File: src/hdl/qte_pkg.sv
// Shared types, constants and the CORDIC angle table for the quaternion to Euler converter.
package qte_pkg;

    localparam int QW            = 16;             // quaternion component width
    localparam int PROD_W        = 32;             // 16x16 product width
    localparam int PW            = 34;             // atan2 argument width (Q2.30 and growth)
    localparam int SW            = 32;             // clamped asin argument width
    localparam int SQW           = 62;             // square root radicand / root width
    localparam int SQ_STEPS      = 31;             // one root bit per step
    localparam int CW            = 38;             // CORDIC x/y width
    localparam int ZW            = 26;             // angle accumulator, degrees * 65536
    localparam int ANG_LEN       = 24;             // entries in the angle table
    localparam int CORDIC_STAGES_DEF = 16;
    localparam int DEG90_Q16     = 90 * 65536;
    localparam int ROLL_LIM      = 23040;
    localparam int PITCH_LIM     = 11520;

    typedef struct packed {
        logic [SQW-1:0] n;
        logic [SQW-1:0] r;
    } qte_sq_t;

    typedef struct packed {
        logic signed [PW-1:0] rn;
        logic signed [PW-1:0] rd;
        logic signed [PW-1:0] yn;
        logic signed [PW-1:0] yd;
        logic signed [SW-1:0] s;
        logic                 clamped;
    } qte_side_t;

    typedef struct packed {
        logic signed [CW-1:0] x;
        logic signed [CW-1:0] y;
        logic signed [ZW-1:0] z;
        logic                 zero;
    } qte_lane_t;

    // atan(2^-i) in degrees * 65536, rounded to nearest
    function automatic logic [21:0] atan_entry(input logic [4:0] i);
        logic [21:0] v;
        case (i)
            5'd0:    v = 22'd2949120;
            5'd1:    v = 22'd1740967;
            5'd2:    v = 22'd919879;
            5'd3:    v = 22'd466945;
            5'd4:    v = 22'd234379;
            5'd5:    v = 22'd117304;
            5'd6:    v = 22'd58666;
            5'd7:    v = 22'd29335;
            5'd8:    v = 22'd14668;
            5'd9:    v = 22'd7334;
            5'd10:   v = 22'd3667;
            5'd11:   v = 22'd1833;
            5'd12:   v = 22'd917;
            5'd13:   v = 22'd458;
            5'd14:   v = 22'd229;
            5'd15:   v = 22'd115;
            5'd16:   v = 22'd57;
            5'd17:   v = 22'd29;
            5'd18:   v = 22'd14;
            5'd19:   v = 22'd7;
            5'd20:   v = 22'd4;
            5'd21:   v = 22'd2;
            5'd22:   v = 22'd1;
            default: v = 22'd0;
        endcase
        return v;
    endfunction

endpackage

File: src/hdl/qte_sqrt_cell.sv
// One digit step of the restoring integer square root.
module qte_sqrt_cell
    import qte_pkg::*;
#(
    parameter int STEP = 0
)
(
    input  logic    clk,
    input  logic    en,
    input  qte_sq_t din,
    output qte_sq_t dout
);

    localparam logic [SQW-1:0] BIT = SQW'(1) << (60 - 2 * STEP);

    logic [SQW-1:0] rb;
    qte_sq_t        dout_next;
    qte_sq_t        dout_reg;

    always_comb
    begin
        rb = din.r + BIT;
        if (din.n >= rb)
        begin
            dout_next.n = din.n - rb;
            dout_next.r = (din.r >> 1) + BIT;
        end
        else
        begin
            dout_next.n = din.n;
            dout_next.r = din.r >> 1;
        end
    end

    always_ff @(posedge clk)
    begin
        if (en)
        begin
            dout_reg <= dout_next;
        end
    end

    assign dout = dout_reg;

endmodule

File: config.mk
export PLATFORM = sky130hd
export DESIGN_NAME = qte_sqrt_cell
export DESIGN_NICKNAME = d
export VERILOG_FILES = /design/src/hdl/qte_pkg.sv /design/src/hdl/qte_sqrt_cell.sv
export SDC_FILE = /design/constraint.sdc
export NUM_CORES = 1
export LEC_CHECK = 0
export BUFFER_PORTS_ARGS = -buffer_cell sky130_fd_sc_hd__buf_4
export CAP_MARGIN = 15
export CORE_MARGIN = 1
export CORE_UTILIZATION = 54
export DETAILED_ROUTE_END_ITERATION = 7
export GPL_TIMING_DRIVEN = 0
export PLACE_DENSITY_LB_ADDON = 0.1
export SYNTH_ARGS = -nofsm -noshare
export SYNTH_HDL_FRONTEND = slang
export SYNTH_SLANG_ARGS = --single-unit
File: constraint.sdc
create_clock -name clk -period 4.7 [get_ports clk]
set_clock_uncertainty 0.15 [all_clocks]
set_input_delay 0.235 -clock clk [delete_from_list [all_inputs] [get_ports clk]]
set_output_delay 0.235 -clock clk [all_outputs]
set_load 0.02 [all_outputs]
==> impl_metrics.tcl, run 1 <==
set metrics [dict create \
    synth.area.top_cells "edfxtp_1 (42%), mux2_4 (9.3%), ha_1 (8.7%)" \
    drt.antenna.violating_nets 0 \
    area_delta_synth_final_pct 44.83 \
    grt_usage_pct 28.84 \
    io_buffers 249 \
    multi_input_area_sq_um 4546 \
    synth_area_per_cell_sq_um 10.80 \
    path_cells "dlygate4sd3_1 -> buf_4 -> ha_1 -> nor2b_4 -> o21bai_1 -> a21oi_1 -> o31a_2 -> o2111ai_2 -> a21oi_2 -> a31oi_4 -> o21ai_2 -> a211oi_4 -> buf_6 -> mux2_4" \
    max_cap_viol_count 0 \
    top_layer "met4" \
    diodes 0 \
    die_w_microns 130.2 \
    routedWlPerCell_microns 17.10 \
    drtIter0Drc 503 \
    routabilityCongestion 0.9071 \
    core_area_sq_um 15940 \
    cts-buffers-inserted 17 \
    synth-edff-count 124 \
    cts-resized-gates 0 \
    num_rows 46 \
    yosysSeqAreaShare_pct 41.94 \
    slew_headroom_pct 44.81 \
    ys.flop_type "edfxtp_1" \
    grt_first_pass_wirelength_mm 37.62 \
    dr_wl_met3_mm 1.718 \
    seq_power_share_pct 33.5 \
    mostFrequentLayoutCell "buf_4" \
    crit_path_end_kind "flop" \
    dp_cells 1288 \
    fin_crit_sh_pct 94.06 \
    crit_path_start_kind "primary input" \
    cp_max_fo 10 \
    crit_arrival_ps 4440 \
    antenna_found_initial 0 \
    cp_slowest_stage_delay_ps 730 \
    ir_drop_v 0.0002333 \
    wl_met2_mm 12.44 \
    drv_slew 0 \
    worst_pin_slew_ps 825.2 \
    synth.top_cell.area_share_pct 41.94 \
    clkSinkCount 124 \
    slowest_stage "a211oi_4" \
    dpl.hpwl_mm 16.90 \
    min_path_type "primary input to flop" \
    largest_register_ffs 124 \
    drive_gt1_share_pct 31.62 \
    synth.distinct_cells 68 \
    synthCells 822 \
    drc 0 \
    finalSetupViolations 0 \
    die_area_sq_um 16960 \
    cts_setup_buffers 0 \
    setup_tns_ps 0 \
    async_flop_share_pct 0 \
    path_delay_family "compound AO/OA/AOI/OAI gates" \
    clk_path_buf_depth 2 \
    status "completed" \
    gr-total-overflow 0 \
    grt_pass1_vias 7714 \
    intPower_uw 2972 \
    first_pass_iters 5 \
    final-seq-area_sq_um 3724 \
    syn-cell-area_sq_um 8879 \
    critical_path_class "primary input to flop" \
    final_cell_mix "buf_4 (257), edfxtp_1 (124), dlygate4sd3_1 (120)" \
    synth.yosys.warnings 0 \
    clk_pin_slew_worst_paths_ps 60 \
    rsz0062_at_grt "false" \
    fin_nets 1400 \
    clkPwrFrac_pct 32.6 \
    path_buf_inv 3 \
    fin_cells 1440 \
    min_period_ps 4421 \
    leakagePower_uw 0.005847 \
    switching_share_pct 29.78 \
    finalHoldViolations 0 \
    ios 250 \
    fillers 945 \
    m1WireLength_mm 10.07 \
    required_ps 4720 \
    drt_wl_total_mm 24.63 \
    yosys.area.top_type "edfxtp_1" \
    fmax_ghz 0.2262 \
    cts_root_buffer "clkbuf_16" \
    cts_tree "built" \
    cts_max_level 4 \
    p_per_area_nw_per_um2 329.2 \
    vias 7857 \
    synth_seq_cells 124 \
    via_per_inst 5.456 \
    syn_nets 1011 \
    p_sw_uw 1261 \
    grt_max_degree 67 \
    die_h_microns 130.2 \
    power_frac_comb_pct 33.9 \
    start_util_pct 55.69 \
]
-- synthesized netlist by cell type (3+ instances only) --
master / number
a211oi_1: 6
inv_1: 74
xnor2_1: 39
clkbuf_2: 3
o31ai_1: 4
mux2_2: 4
nand4_1: 20
nor2b_1: 5
xor2_1: 22
o21ai_0: 43
nand3_1: 11
and2_1: 5
nand2b_1: 4
mux2_4: 55
a21o_1: 26
and3_1: 5
buf_4: 9
a21oi_1: 82
ha_1: 62
or3_1: 4
nand2_1: 63
buf_6: 12
nor3_1: 9
edfxtp_1: 124
o21a_1: 7
o21bai_1: 11
mux2i_1: 3
a21boi_0: 6
o211ai_1: 8
a31oi_1: 11
nor2_1: 34
-- final timing paths --
check                 from   endpoint  slack (ps)  cells after the start
setup / recovery   din[64]  dout[115]         280                     14
hold / removal    din[100]  dout[100]          20                      3
-- final cells by class --
type	instances	area share, %
repair buffers	370	24.12
plain buffers	36	2.579
clock inverters	12	1.333
inverters	74	2.160
multi-input cells	588	35.35
well taps	216	2.102
clock buffers	20	3.396
flip-flops and latches	124	28.96
-- through the flow --
stage | utilization [%] | instance area, sq um | hold slack, ps | total power (uW) | setup WS (ps)
2_1_floorplan | - | 8879 | 183.9 | 2313 | 1252
3_3_place_gp | 69.11 | 11020 | 272.7 | 2740 | 498.6
3_5_place_dp | 69.31 | 11050 | 273.9 | 2759 | 418.3
4_1_cts | 80.65 | 12860 | 12.76 | 4213 | 334.9
5_1_grt | 80.65 | 12860 | 42.15 | 4393 | 134.4
6_report | 80.65 | 12860 | 20.56 | 4233 | 279.0
-- power groups by stage --
stage,combinational (uW),clock [uW],sequential (uW)
6_report,1440,1380,1420
5_1_grt,1530,1430,1430
2_1_floorplan,704,0,1610
3_5_place_dp,1320,0,1440
4_1_cts,1410,1380,1420
3_3_place_gp,1300,0,1440
-- what timing repair did --
item / in CTS / in global routing
hold buffers: 120 / 0
setup endpoints to repair: 0 / 0
endpoints found under the hold margin: 120 / 0
-- cells by family after synthesis --
family | share of synthesized area, %
adder cells (fa/ha/maj) | 8.963
multiplexers | 10.15
AO/OA/AOI/OAI | 16.73
AND/OR/NAND/NOR | 9.343
flip-flops | 41.94
buffers and inverters | 6.863
XOR/XNOR | 6.017
-- metal layers --
metal,vias to the layer above,global-route usage (%)
li1,3797,-
met1,3702,34.34
met2,320,51.60
met3,38,6.478
met4,0,8.892
met5,-,0
(Power assumes the default switching activity.)
==> inputs of run 2 (changes only) <==
--- a/config.mk
+++ b/config.mk
@@ -7,6 +7,7 @@
 export LEC_CHECK = 0
 export BUFFER_PORTS_ARGS = -buffer_cell sky130_fd_sc_hd__buf_4
 export CAP_MARGIN = 15
+export CORE_ASPECT_RATIO = 1.75
 export CORE_MARGIN = 1
 export CORE_UTILIZATION = 54
 export DETAILED_ROUTE_END_ITERATION = 7
==> constraint.sdc (replaced) <==
create_clock -name clk -period 4.3 [get_ports clk]
set_clock_uncertainty 0.15 [all_clocks]
set_input_delay 0.215 -clock clk [delete_from_list [all_inputs] [get_ports clk]]
set_output_delay 0.215 -clock clk [all_outputs]
set_load 0.02 [all_outputs]
==> impl_metrics.tcl, run 2 (synthesis gave the netlist of run 1 again) <==
set metrics [dict create \
    status "completed" \
    crit_arrival_ps 4230 \
    finalHoldViolations 0 \
    drt_wl_total_mm 26.59 \
    finalSetupViolations 0 \
    required_ps 4320 \
    crit_path_end_kind "flop" \
    via_per_inst 5.614 \
    m1WireLength_mm 8.942 \
    area_delta_synth_final_pct 45.25 \
    mostFrequentLayoutCell "buf_4" \
    routabilityCongestion 0.9618 \
    start_util_pct 55.66 \
    drt.antenna.violating_nets 0 \
    min_path_type "primary input to flop" \
    seq_power_share_pct 32.9 \
    drtIter0Drc 352 \
    fin_crit_sh_pct 97.92 \
    clkPwrFrac_pct 33.3 \
    clk_path_buf_depth 2 \
    core_area_sq_um 15950 \
    fin_nets 1403 \
    rsz0062_at_grt "false" \
    crit_path_start_kind "primary input" \
    die_w_microns 98.93 \
    grt_first_pass_wirelength_mm 40.92 \
    intPower_uw 3314 \
    cts_max_level 4 \
    wl_met2_mm 14.93 \
    ios 250 \
    switching_share_pct 29.94 \
    drv_slew 0 \
    cp_max_fo 5 \
    min_period_ps 4211 \
    dr_wl_met3_mm 1.290 \
    drc 0 \
    cts_root_buffer "clkbuf_16" \
    fmax_ghz 0.2375 \
    slew_headroom_pct 51.43 \
    drive_gt1_share_pct 31.87 \
    dpl.hpwl_mm 18.99 \
    ir_drop_v 0.0002766 \
    stdcell_area_sq_um 12900 \
    die_area_sq_um 16980 \
    clk_pin_slew_worst_paths_ps 60 \
    gr-total-overflow 0 \
    min_path_cells 3 \
    first_pass_iters 5 \
    io_buffers 249 \
    p_sw_uw 1416 \
    power_frac_comb_pct 33.8 \
    setup_tns_ps 0 \
    cts_tree "built" \
    grt_pass1_vias 8290 \
    routedWlPerCell_microns 18.77 \
    fillers 962 \
    cts-buffers-inserted 17 \
    leakagePower_uw 0.005870 \
    vias 7955 \
    top_layer "met4" \
    num_rows 61 \
    max_cap_viol_count 0 \
    critical_path_class "primary input to flop" \
    placed_area_sq_um 11020 \
    largest_register_ffs 124 \
    clkSinkCount 124 \
    p_per_area_nw_per_um2 366.8 \
    grt_usage_pct 31.68 \
    grt_max_degree 66 \
    antenna_found_initial 1 \
    worst_pin_slew_ps 722.9 \
    die_h_microns 171.6 \
    final_cell_mix "buf_4 (258), edfxtp_1 (124), dlygate4sd3_1 (121)" \
]
==> run 2: metrics by stage <==
stage	util (%)	instances	hold slack, ps	total power [uW]	setup WS, ps
floorplan	-	822	163.9	2528	871.5
global placement	68.86	1260	252.8	3018	184.4
detailed placement	69.06	1261	253.7	3040	155.7
CTS	80.60	1414	33.20	4698	52.84
global route	80.85	1417	49.40	4899	11.04
finish	80.85	1417	47.48	4730	89.26
==> run 2: metal layers <==
metal / up-vias / track usage (%)
li1: 3801 / -
met1: 3752 / 29.82
met2: 316 / 62.06
met3: 86 / 5.729
met4: 0 / 19.60
met5: - / 0
==> run 2: final cells by class <==
type	instances	area [sq um]	share of cell area [%]
timing repair buffer	373	3139	24.34
clock inverter	13	197.7	1.533
sequential	124	3724	28.87
buffer	36	331.6	2.571
inverter	74	277.8	2.154
tap	189	236.5	1.834
antenna	1	2.502	0.01940
clock buffer	19	432.9	3.357
multi-input combinational	588	4554	35.32
==> run 2: worst paths after layout <==
kind / endpoint / slack [ps] / start
max: dout[117] / 90 / din[2]
min: dout[62] / 50 / din[62]
==> run 2: critical path, cell delays in order <==
cell and delay, ps:
dlygate4sd3_1 540, buf_4 120, inv_1 40, ha_1 370, a21oi_1 120, a211oi_1 410, o2111ai_1 230, a21oi_1 400
a31oi_1 270, o31a_1 400, o31ai_2 450, a21boi_0 220, xnor2_1 170, mux2_4 270
==> run 2: timing repair <==
item	in CTS	in global routing
endpoints found under the setup margin	0	62
endpoints found under the hold margin	122	0
setup buffers	0	2
hold buffers	121	0
gates resized for setup	0	2
==> run 2: power by group through the flow <==
| stage | clock [uW] | sequential [uW] | combinational [uW] |
|---|---|---|---|
| 2_1_floorplan | 0 | 1760 | 769 |
| 3_3_place_gp | 0 | 1570 | 1440 |
| 3_5_place_dp | 0 | 1570 | 1470 |
| 4_1_cts | 1580 | 1550 | 1570 |
| 5_1_grt | 1630 | 1570 | 1700 |
| 6_report | 1570 | 1560 | 1600 |
