===== config.mk =====
export PLATFORM = sky130hd
export DESIGN_NAME = qte_cordic_cell
export DESIGN_NICKNAME = d
export VERILOG_FILES = /design/src/hdl/qte_pkg.sv /design/src/hdl/qte_cordic_cell.sv
export SDC_FILE = /design/constraint.sdc
export NUM_CORES = 1
export LEC_CHECK = 0
export BUFFER_PORTS_ARGS = -buffer_cell sky130_fd_sc_hd__buf_2
export CAP_MARGIN = 5
export CORE_ASPECT_RATIO = 1.25
export CORE_UTILIZATION = 45
export DETAILED_ROUTE_END_ITERATION = 8
export GPL_ROUTABILITY_DRIVEN = 0
export PLACE_DENSITY = 0.65
export SETUP_SLACK_MARGIN = 0.02
export SLEW_MARGIN = 40
export SYNTH_ARGS = -nofsm -noshare
export SYNTH_HDL_FRONTEND = slang
export SYNTH_SLANG_ARGS = --single-unit

===== constraint.sdc =====
create_clock -name clk -period 4.6 [get_ports clk]
set_clock_uncertainty 0.1 [all_clocks]
set_input_delay 0.92 -clock clk [delete_from_list [all_inputs] [get_ports clk]]
set_output_delay 0.92 -clock clk [all_outputs]
set_load 0.005 [all_outputs]

===== src/hdl/qte_pkg.sv =====
// Shared types, constants and the CORDIC angle table for the quaternion to Euler converter.
package qte_pkg;

    localparam int QW            = 16;             // quaternion component width
    localparam int PROD_W        = 32;             // 16x16 product width
    localparam int PW            = 34;             // atan2 argument width (Q2.30 and growth)
    localparam int SW            = 32;             // clamped asin argument width
    localparam int SQW           = 62;             // square root radicand / root width
    localparam int SQ_STEPS      = 31;             // one root bit per step
    localparam int CW            = 38;             // CORDIC x/y width
    localparam int ZW            = 26;             // angle accumulator, degrees * 65536
    localparam int ANG_LEN       = 24;             // entries in the angle table
    localparam int CORDIC_STAGES_DEF = 16;
    localparam int DEG90_Q16     = 90 * 65536;
    localparam int ROLL_LIM      = 23040;
    localparam int PITCH_LIM     = 11520;

    typedef struct packed {
        logic [SQW-1:0] n;
        logic [SQW-1:0] r;
    } qte_sq_t;

    typedef struct packed {
        logic signed [PW-1:0] rn;
        logic signed [PW-1:0] rd;
        logic signed [PW-1:0] yn;
        logic signed [PW-1:0] yd;
        logic signed [SW-1:0] s;
        logic                 clamped;
    } qte_side_t;

    typedef struct packed {
        logic signed [CW-1:0] x;
        logic signed [CW-1:0] y;
        logic signed [ZW-1:0] z;
        logic                 zero;
    } qte_lane_t;

    // atan(2^-i) in degrees * 65536, rounded to nearest
    function automatic logic [21:0] atan_entry(input logic [4:0] i);
        logic [21:0] v;
        case (i)
            5'd0:    v = 22'd2949120;
            5'd1:    v = 22'd1740967;
            5'd2:    v = 22'd919879;
            5'd3:    v = 22'd466945;
            5'd4:    v = 22'd234379;
            5'd5:    v = 22'd117304;
            5'd6:    v = 22'd58666;
            5'd7:    v = 22'd29335;
            5'd8:    v = 22'd14668;
            5'd9:    v = 22'd7334;
            5'd10:   v = 22'd3667;
            5'd11:   v = 22'd1833;
            5'd12:   v = 22'd917;
            5'd13:   v = 22'd458;
            5'd14:   v = 22'd229;
            5'd15:   v = 22'd115;
            5'd16:   v = 22'd57;
            5'd17:   v = 22'd29;
            5'd18:   v = 22'd14;
            5'd19:   v = 22'd7;
            5'd20:   v = 22'd4;
            5'd21:   v = 22'd2;
            5'd22:   v = 22'd1;
            default: v = 22'd0;
        endcase
        return v;
    endfunction

endpackage


===== src/hdl/qte_cordic_cell.sv =====
// One vectoring CORDIC micro-rotation with its angle update.
module qte_cordic_cell
    import qte_pkg::*;
#(
    parameter int STAGE = 0
)
(
    input  logic      clk,
    input  logic      en,
    input  qte_lane_t din,
    output qte_lane_t dout
);

    localparam logic signed [ZW-1:0] ANG = ZW'(atan_entry(5'(STAGE)));

    logic signed [CW-1:0] xs;
    logic signed [CW-1:0] ys;
    qte_lane_t            dout_next;
    qte_lane_t            dout_reg;

    always_comb
    begin
        xs = din.x >>> STAGE;
        ys = din.y >>> STAGE;
        dout_next.zero = din.zero;
        if (din.y > 0)
        begin
            dout_next.x = din.x + ys;
            dout_next.y = din.y - xs;
            dout_next.z = din.z + ANG;
        end
        else
        begin
            dout_next.x = din.x - ys;
            dout_next.y = din.y + xs;
            dout_next.z = din.z - ANG;
        end
    end

    always_ff @(posedge clk)
    begin
        if (en)
        begin
            dout_reg <= dout_next;
        end
    end

    assign dout = dout_reg;

endmodule


==> summary.md, run 1 <==
| Metric | Value |
|---|---|
| Die Area | `~23000 sq um` |
| Grt met1 use | `0.349` |
| Sequential share of the synthesized area | `0.300` |
| Final setup violation count | `0` |
| WP buf/inv | `3` |
| Critical path's top delay family | `simple AND/OR/NAND/NOR gates` |
| Post-synth top area share | `0.300` |
| Largest net degree at the start of global routing | `just over 80` |
| Post-CTS repair timing setup buffer count | `0` |
| CTS tree | `built` |
| First drt pass iteration count | `5` |
| Post-Route WL | `32.0 mm` |
| RSZ-0062 raised after global routing | `false` |
| DRC Markers | `0` |
| Layout Area Growth over Synthesis | `15.4%` |
| Met2 Use GR | `0.466` |
| Setup CP Type | `input pin to register` |
| Post-synth ARST share | `0` |
| Hold-fix buffer count after cts | `0` |
| Row count | `61` |
| Post-route insts no fill | `between 1500 and 2000` |
| Die width | `137 um` |
| Initial Util | `0.459` |
| Antenna Violating Nets Remaining | `0` |
| Via/cell ratio | `~6` |
| IO Count | `about 210` |
| Slew Viols, Final | `0` |
| Pwr Density | `approximately 280 nW/um^2` |
| Period minus WS final | `4.04 ns` |
| Slowest-stage cell, CP | `nor4_1` |
| Number of flip-flops in the largest register | `between 100 and 150` |
| Filler Cells Inserted | `between 2000 and 2500` |
| P_leak | `about 5.3 nW` |
| Placed cells | `1650` |
| Most crowded layer after global routing | `met2` |
| Worst hold endpoint | `dout[4]$_DFFE_PP_` |
| HP Class | `input pin to register` |
| Met3 global-route usage | `0.0314` |
| Mapped Nets | `1426` |
| Crit Path Max Fanout | `6` |
| Number of synthesized flops with an enable pin | `just over 100` |
| Total grt overflow | `0` |
| Sink Count | `between 100 and 150` |
| Number of max-cap violations | `0` |
| Worst-path clk slew | `0.08 ns` |
| Final Hold Fails | `0` |
| Total Routing Usage GR | `0.276` |
| Final setup TNS | `0 ns` |
| Synth area leaders | `edfxtp_1, ha_1, a21oi_1` |
| Slew HR | `0.458` |
| Gate Count Post-Synth | `about 1200` |
| DPL Wire Length | `approximately 25 mm` |
| Startpoint Class | `input pin` |
| Global-route wire length before repair | `49.3 mm` |
| Cell Chain, Critical Path | `buf_2 > nor4_1 > buf_4 > nand4_1 > nor3_1 > or2_2 > inv_2 > ha_1 > a21oi_1 > o21bai_1 > a21o_1 > a21o_1 > a21o_1 > a21oi_1 > xnor2_1` |
| Resized cells post-CTS | `0` |
| Antenna Cells | `0` |
| Vias | `between 9000 and 10000` |
| Top cell type by total area after synthesis | `edfxtp_1` |
| Clock buffer depth | `2` |
| Status | `completed` |
| IO buf count | `207` |
| Hold Crit Depth | `1` |
| Placed Area | `~12000 sq um` |
| CORE AREA | `22300 sq um` |
| DRT iter0 DRCs | `just over 900` |
| Fin util | `0.530` |
| VDD IR max | `a little under 200 uV` |
| Layout cell share with drive strength beyond 1 | `0.202` |
| Vias in the first global route | `9289` |
| Worst Max-Slew Pin Slew | `about 0.8 ns` |
| Min-delay src | `din[4]` |
| Slowest stage delay, CP | `around 0.52 ns` |
| CP Capture Type | `register` |
| Die Y | `between 150 and 200 um` |
| Number of CTS-inserted buffers | `9` |
| Critical path required time | `between 4 and 5 ns` |
| CTS Root Cell | `clkbuf_16` |
| Yosys reg bits | `102` |
| F_max | `247 MHz` |
| Final Cell Area | `roughly 12000 sq um` |
| Main flop type after synthesis | `edfxtp_1` |
| CP Data Arrival Time | `approximately 4.1 ns` |
| Most Frequent Cell on Critical Path | `a21o_1` |
| Netlist cell types | `about 80` |
| Initial antenna violation count | `0` |
| Final critical-path share of the clock period | `0.878` |
| Ys Warns | `0` |
| Number of H-tree levels | `3` |
| Final nets | `1606` |
| Post-synthesis cell area | `between 10000 and 15000 sq um` |
| Syn Area/Cell | `8.54 sq um` |
| WL per Instance | `19.2 um` |
kinds of logic after synthesis:
| group | after synthesis | share of synthesized area |
|---|---|---|
| buffers and inverters | 176 | 0.0711 |
| xor gates and xnor gates | 80 | 0.0685 |
| DFF | 102 | 0.300 |
| and+or+nand+nor | 299 | 0.142 |
| muxes | 10 | 0.00979 |
| adders and majority gates | 123 | 0.153 |
| AOI/OAI and AO/OA | 408 | 0.255 |
placed cells by master (no fill, tap or decap), types with 9 or more instances in the layout:
cell type / count
nand3_1: 24
ha_1: 119
nor4_1: 17
buf_2: 206
nand4_1: 15
o31ai_1: 13
a211oi_1: 16
nor2b_1: 14
o21ai_0: 81
o21bai_1: 21
xor2_1: 18
a21oi_1: 145
a31oi_1: 12
buf_4: 23
xnor2_1: 62
nor3_1: 17
o21ai_1: 11
clkbuf_16: 9
inv_1: 113
or3_1: 12
nor2_1: 94
mux2i_1: 10
o211ai_1: 11
nand2_1: 71
a21o_1: 28
edfxtp_1: 102
o21a_1: 10
metrics by stage:
| stage | setup WS [ns] | power [mW] | hold slack, ns |
|---|---|---|---|
| after floorplan | 0.496 | 2.06 | 0.919 |
| after global placement | 0.135 | 2.52 | 0.998 |
| after detailed placement | 0.189 | 2.53 | 0.998 |
| after CTS | 0.541 | 3.32 | 0.611 |
| after global routing | 0.314 | 3.49 | 0.609 |
| final | 0.560 | 3.32 | 0.619 |
final cells by class:
type                    instances  area [sq um]  share of cell area
multi-input cells             920          6440               0.545
flip-flops and latches        102          3060               0.260
repair buffers                230          1220               0.104
inverters                     115           432              0.0366
well taps                     283           354              0.0300
clock buffers                  10           229              0.0194
clock inverters                 6          65.1             0.00551
metal layers:
metal / up-vias / part of all wire
met2: 459 / 0.48
li1: 4670 / -
met5: - / 0
met1: 4525 / 0.42
met3: 98 / 0.062
met4: 0 / 0.042
cell usage after synthesis (all sizes together) (24+ instances only):
library cell	instances
inv	114
nand3	24
nand2	72
buf	36
clkbuf	25
edfxtp	102
a21o	28
o21ai	93
ha	119
a21oi	149
xnor2	62
nor2	95
how the worst max path moves through the flow:
| stage | startpoint | slack, ns | cells after the start | endpoint |
|---|---|---|---|---|
| after floorplan | din[50] | 0.50 | 16 | dout[26]$_DFFE_PP_ |
| after global placement | din[41] | 0.14 | 14 | dout[26]$_DFFE_PP_ |
| after detailed placement | din[41] | 0.19 | 14 | dout[26]$_DFFE_PP_ |
| after CTS | din[58] | 0.54 | 15 | dout[25]$_DFFE_PP_ |
| after global routing | din[58] | 0.31 | 15 | dout[25]$_DFFE_PP_ |
| final | din[58] | 0.56 | 15 | dout[25]$_DFFE_PP_ |
power by group:
group / switching (mW) / total [mW] / internal, mW
clock: 0.394 / 0.778 / 0.384
sequential: 0.0349 / 1.25 / 1.21
combinational: 0.783 / 1.29 / 0.505
Note: power is estimated with default switching activity, not from simulation.
==> run 2: changes to the inputs <==
Settings changed: RECOVER_POWER from default to 100.
==> run 2 against run 1 <==
  * Hold slack barely moved
  * The flow now finishes with violations (capacitance limit, slew limit)
  * Sequential cell count did not move
  * Setup slack got worse by 0.32 ns
  * Clock-buffer cell count did not move
  * Sequential share of layout area rose by 0.33 points
  * Largest cell class unchanged
  * Sequential power barely moved
  * Final cell count did not move
  * Routed wire length barely moved
  * Utilization fell by 0.67 points
==> summary.md, run 2 (same netlist as run 1, synthesis figures left out) <==
| Metric | Value |
|---|---|
| F_max | `229 MHz (-7.3%)` |
| Number of CTS-inserted buffers | `9 (unchanged)` |
| Worst Max-Slew Pin Slew | `2.26 ns (+1.45 ns)` |
| CORE AREA | `22300 sq um (unchanged)` |
| Slew HR | `-0.505 (-0.963)` |
| Initial Util | `0.459 (unchanged)` |
| CP Capture Type | `register` |
| Final setup TNS | `0 ns (unchanged)` |
| Sink Count | `102 (unchanged)` |
| Pwr Density | `282 nW/um^2 (+0.34%)` |
| Final Hold Fails | `0 (unchanged)` |
| Final Cell Area | `11700 sq um (-1.3%)` |
| Final nets | `1606 (unchanged)` |
| Vias in the first global route | `9289 (unchanged)` |
| Failing checks | `capacitance limit, slew limit` |
| DPL Wire Length | `25.2 mm (unchanged)` |
| Initial antenna violation count | `0 (unchanged)` |
| DP Worst Slack | `0.189 ns (unchanged)` |
| Placed Area | `11500 sq um (unchanged)` |
| First drt pass iteration count | `6 (+1)` |
| Number of flip-flops in the largest register | `102 (unchanged)` |
| Resized cells post-CTS | `0 (unchanged)` |
| Status | `finished with violations` |
| Number of max-cap violations | `1 (+1)` |
| CTS tree | `built` |
| Slowest stage delay, CP | `0.78 ns (+0.26 ns)` |
| Commonest non-fill, non-tap cell in the layout | `a21oi_1` |
| Layout cell share with drive strength beyond 1 | `0.146 (-0.0557)` |
| Die width | `137 um (unchanged)` |
| Layout Area Growth over Synthesis | `13.9%` |
| Vias | `9729 (-0.24%)` |
| Number of H-tree levels | `3 (unchanged)` |
| IO buf count | `207 (unchanged)` |
| Final critical-path share of the clock period | `0.948 (+0.0693)` |
| DRC Markers | `0 (unchanged)` |
| P_leak | `5.06 nW (-3.8%)` |
| WL per Instance | `19.2 um (about the same)` |
| Most frequent cells in the layout | `a21oi_1, buf_2, ha_1` |
| Placed cells | `1650 (unchanged)` |
| Period minus WS final | `4.36 ns (+0.319 ns)` |
| Fin util | `0.523 (-0.00674)` |
| Slack of the critical path | `0.241 ns (-0.319 ns)` |
| Post-Route WL | `32.0 mm (about the same)` |
| Most Frequent Cell on Critical Path | `a21oi_1` |
| WP buf/inv | `3 (unchanged)` |
| RSZ-0062 raised after global routing | `false` |
| Critical path required time | `4.62 ns (about the same)` |
| Hold-fix buffer count after cts | `0 (unchanged)` |
| Antenna Violating Nets Remaining | `0 (unchanged)` |
| Largest net degree at the start of global routing | `82 (unchanged)` |
| Cell Chain, Critical Path | `clkbuf_1 > inv_1 > ha_1 > a21oi_1 > nand2_1 > a21o_1 > a2111oi_0 > o31ai_1 > buf_4 > a21oi_1 > nor2_1 > a21oi_1 > xnor2_1` |
| Global-route wire length before repair | `49.3 mm (unchanged)` |
| Via/cell ratio | `5.84 (-0.24%)` |
| Die Y | `171 um (unchanged)` |
| Setup CP Type | `input pin to register` |
| Worst-path clk slew | `0.08 ns (about the same)` |
| VDD IR max | `193 uV (-1.6%)` |
| Row count | `61 (unchanged)` |
| Total Routing Usage GR | `0.276 (unchanged)` |
| Slowest-stage cell, CP | `a2111oi_0` |
| IO Count | `208 (unchanged)` |
| Post-route insts no fill | `1666 (unchanged)` |
| Clock buffer depth | `2 (unchanged)` |
| Final setup violation count | `0 (unchanged)` |
| HP Class | `input pin to register` |
| Startpoint Class | `input pin` |
| Total grt overflow | `0 (unchanged)` |
| Slew Viols, Final | `44 (+44)` |
| Crit Path Max Fanout | `12 (+6)` |
| DRT iter0 DRCs | `953 (+3.9%)` |
| CTS Root Cell | `clkbuf_16` |
| CP Data Arrival Time | `4.37 ns (+0.31 ns)` |
| Post-CTS repair timing setup buffer count | `0 (unchanged)` |
| Critical path's top delay family | `compound AO/OA/AOI/OAI gates` |
| Antenna Cells | `0 (unchanged)` |
| Die Area | `23300 sq um (unchanged)` |
## run 2: cell types whose count changed in the layout (fill, tap and decap cells not counted), moves of 2 or more
cell	change
buf_4	-8
clkbuf_2	+3
clkbuf_1	+67
o31ai_1	+2
a211oi_2	-2
a211oi_1	+2
o21ai_1	-7
o21ai_0	+7
o31ai_2	-2
buf_2	-63
## run 2: worst paths after layout
| path | cells past startpoint | to | from |
|---|---|---|---|
| max | 13 | dout[51]$_DFFE_PP_ | din[35] |
| min | 1 | dout[4]$_DFFE_PP_ | din[4] |
## run 2: cell type report
cell class	instances	area (sq um)
fill	2176	10600
multi-input combinational	920	6390
sequential	102	3060
timing repair buffer	230	1120
inverter	115	432
tap	283	354
clock buffer	10	229
clock inverter	6	65.1
## run 2: stage by stage
stage / hold WS, ns / total power [mW]
4_1_cts: 0.611 / 3.32
2_1_floorplan: 0.919 / 2.06
6_report: 0.619 / 3.28
5_1_grt: 0.609 / 3.46
3_5_place_dp: 0.998 / 2.53
3_3_place_gp: 0.998 / 2.52
## run 2: routing by layer
layer	share of wire	GRT usage	up-vias
met2	0.48	0.466	443
met4	0.042	0.130	0
met3	0.063	0.0314	98
met5	0	0	-
met1	0.42	0.349	4511
li1	-	-	4677
## run 2: where the power goes
part,internal (mW),switching [mW]
clock,0.384,0.391
combinational,0.478,0.778
sequential,1.22,0.0372
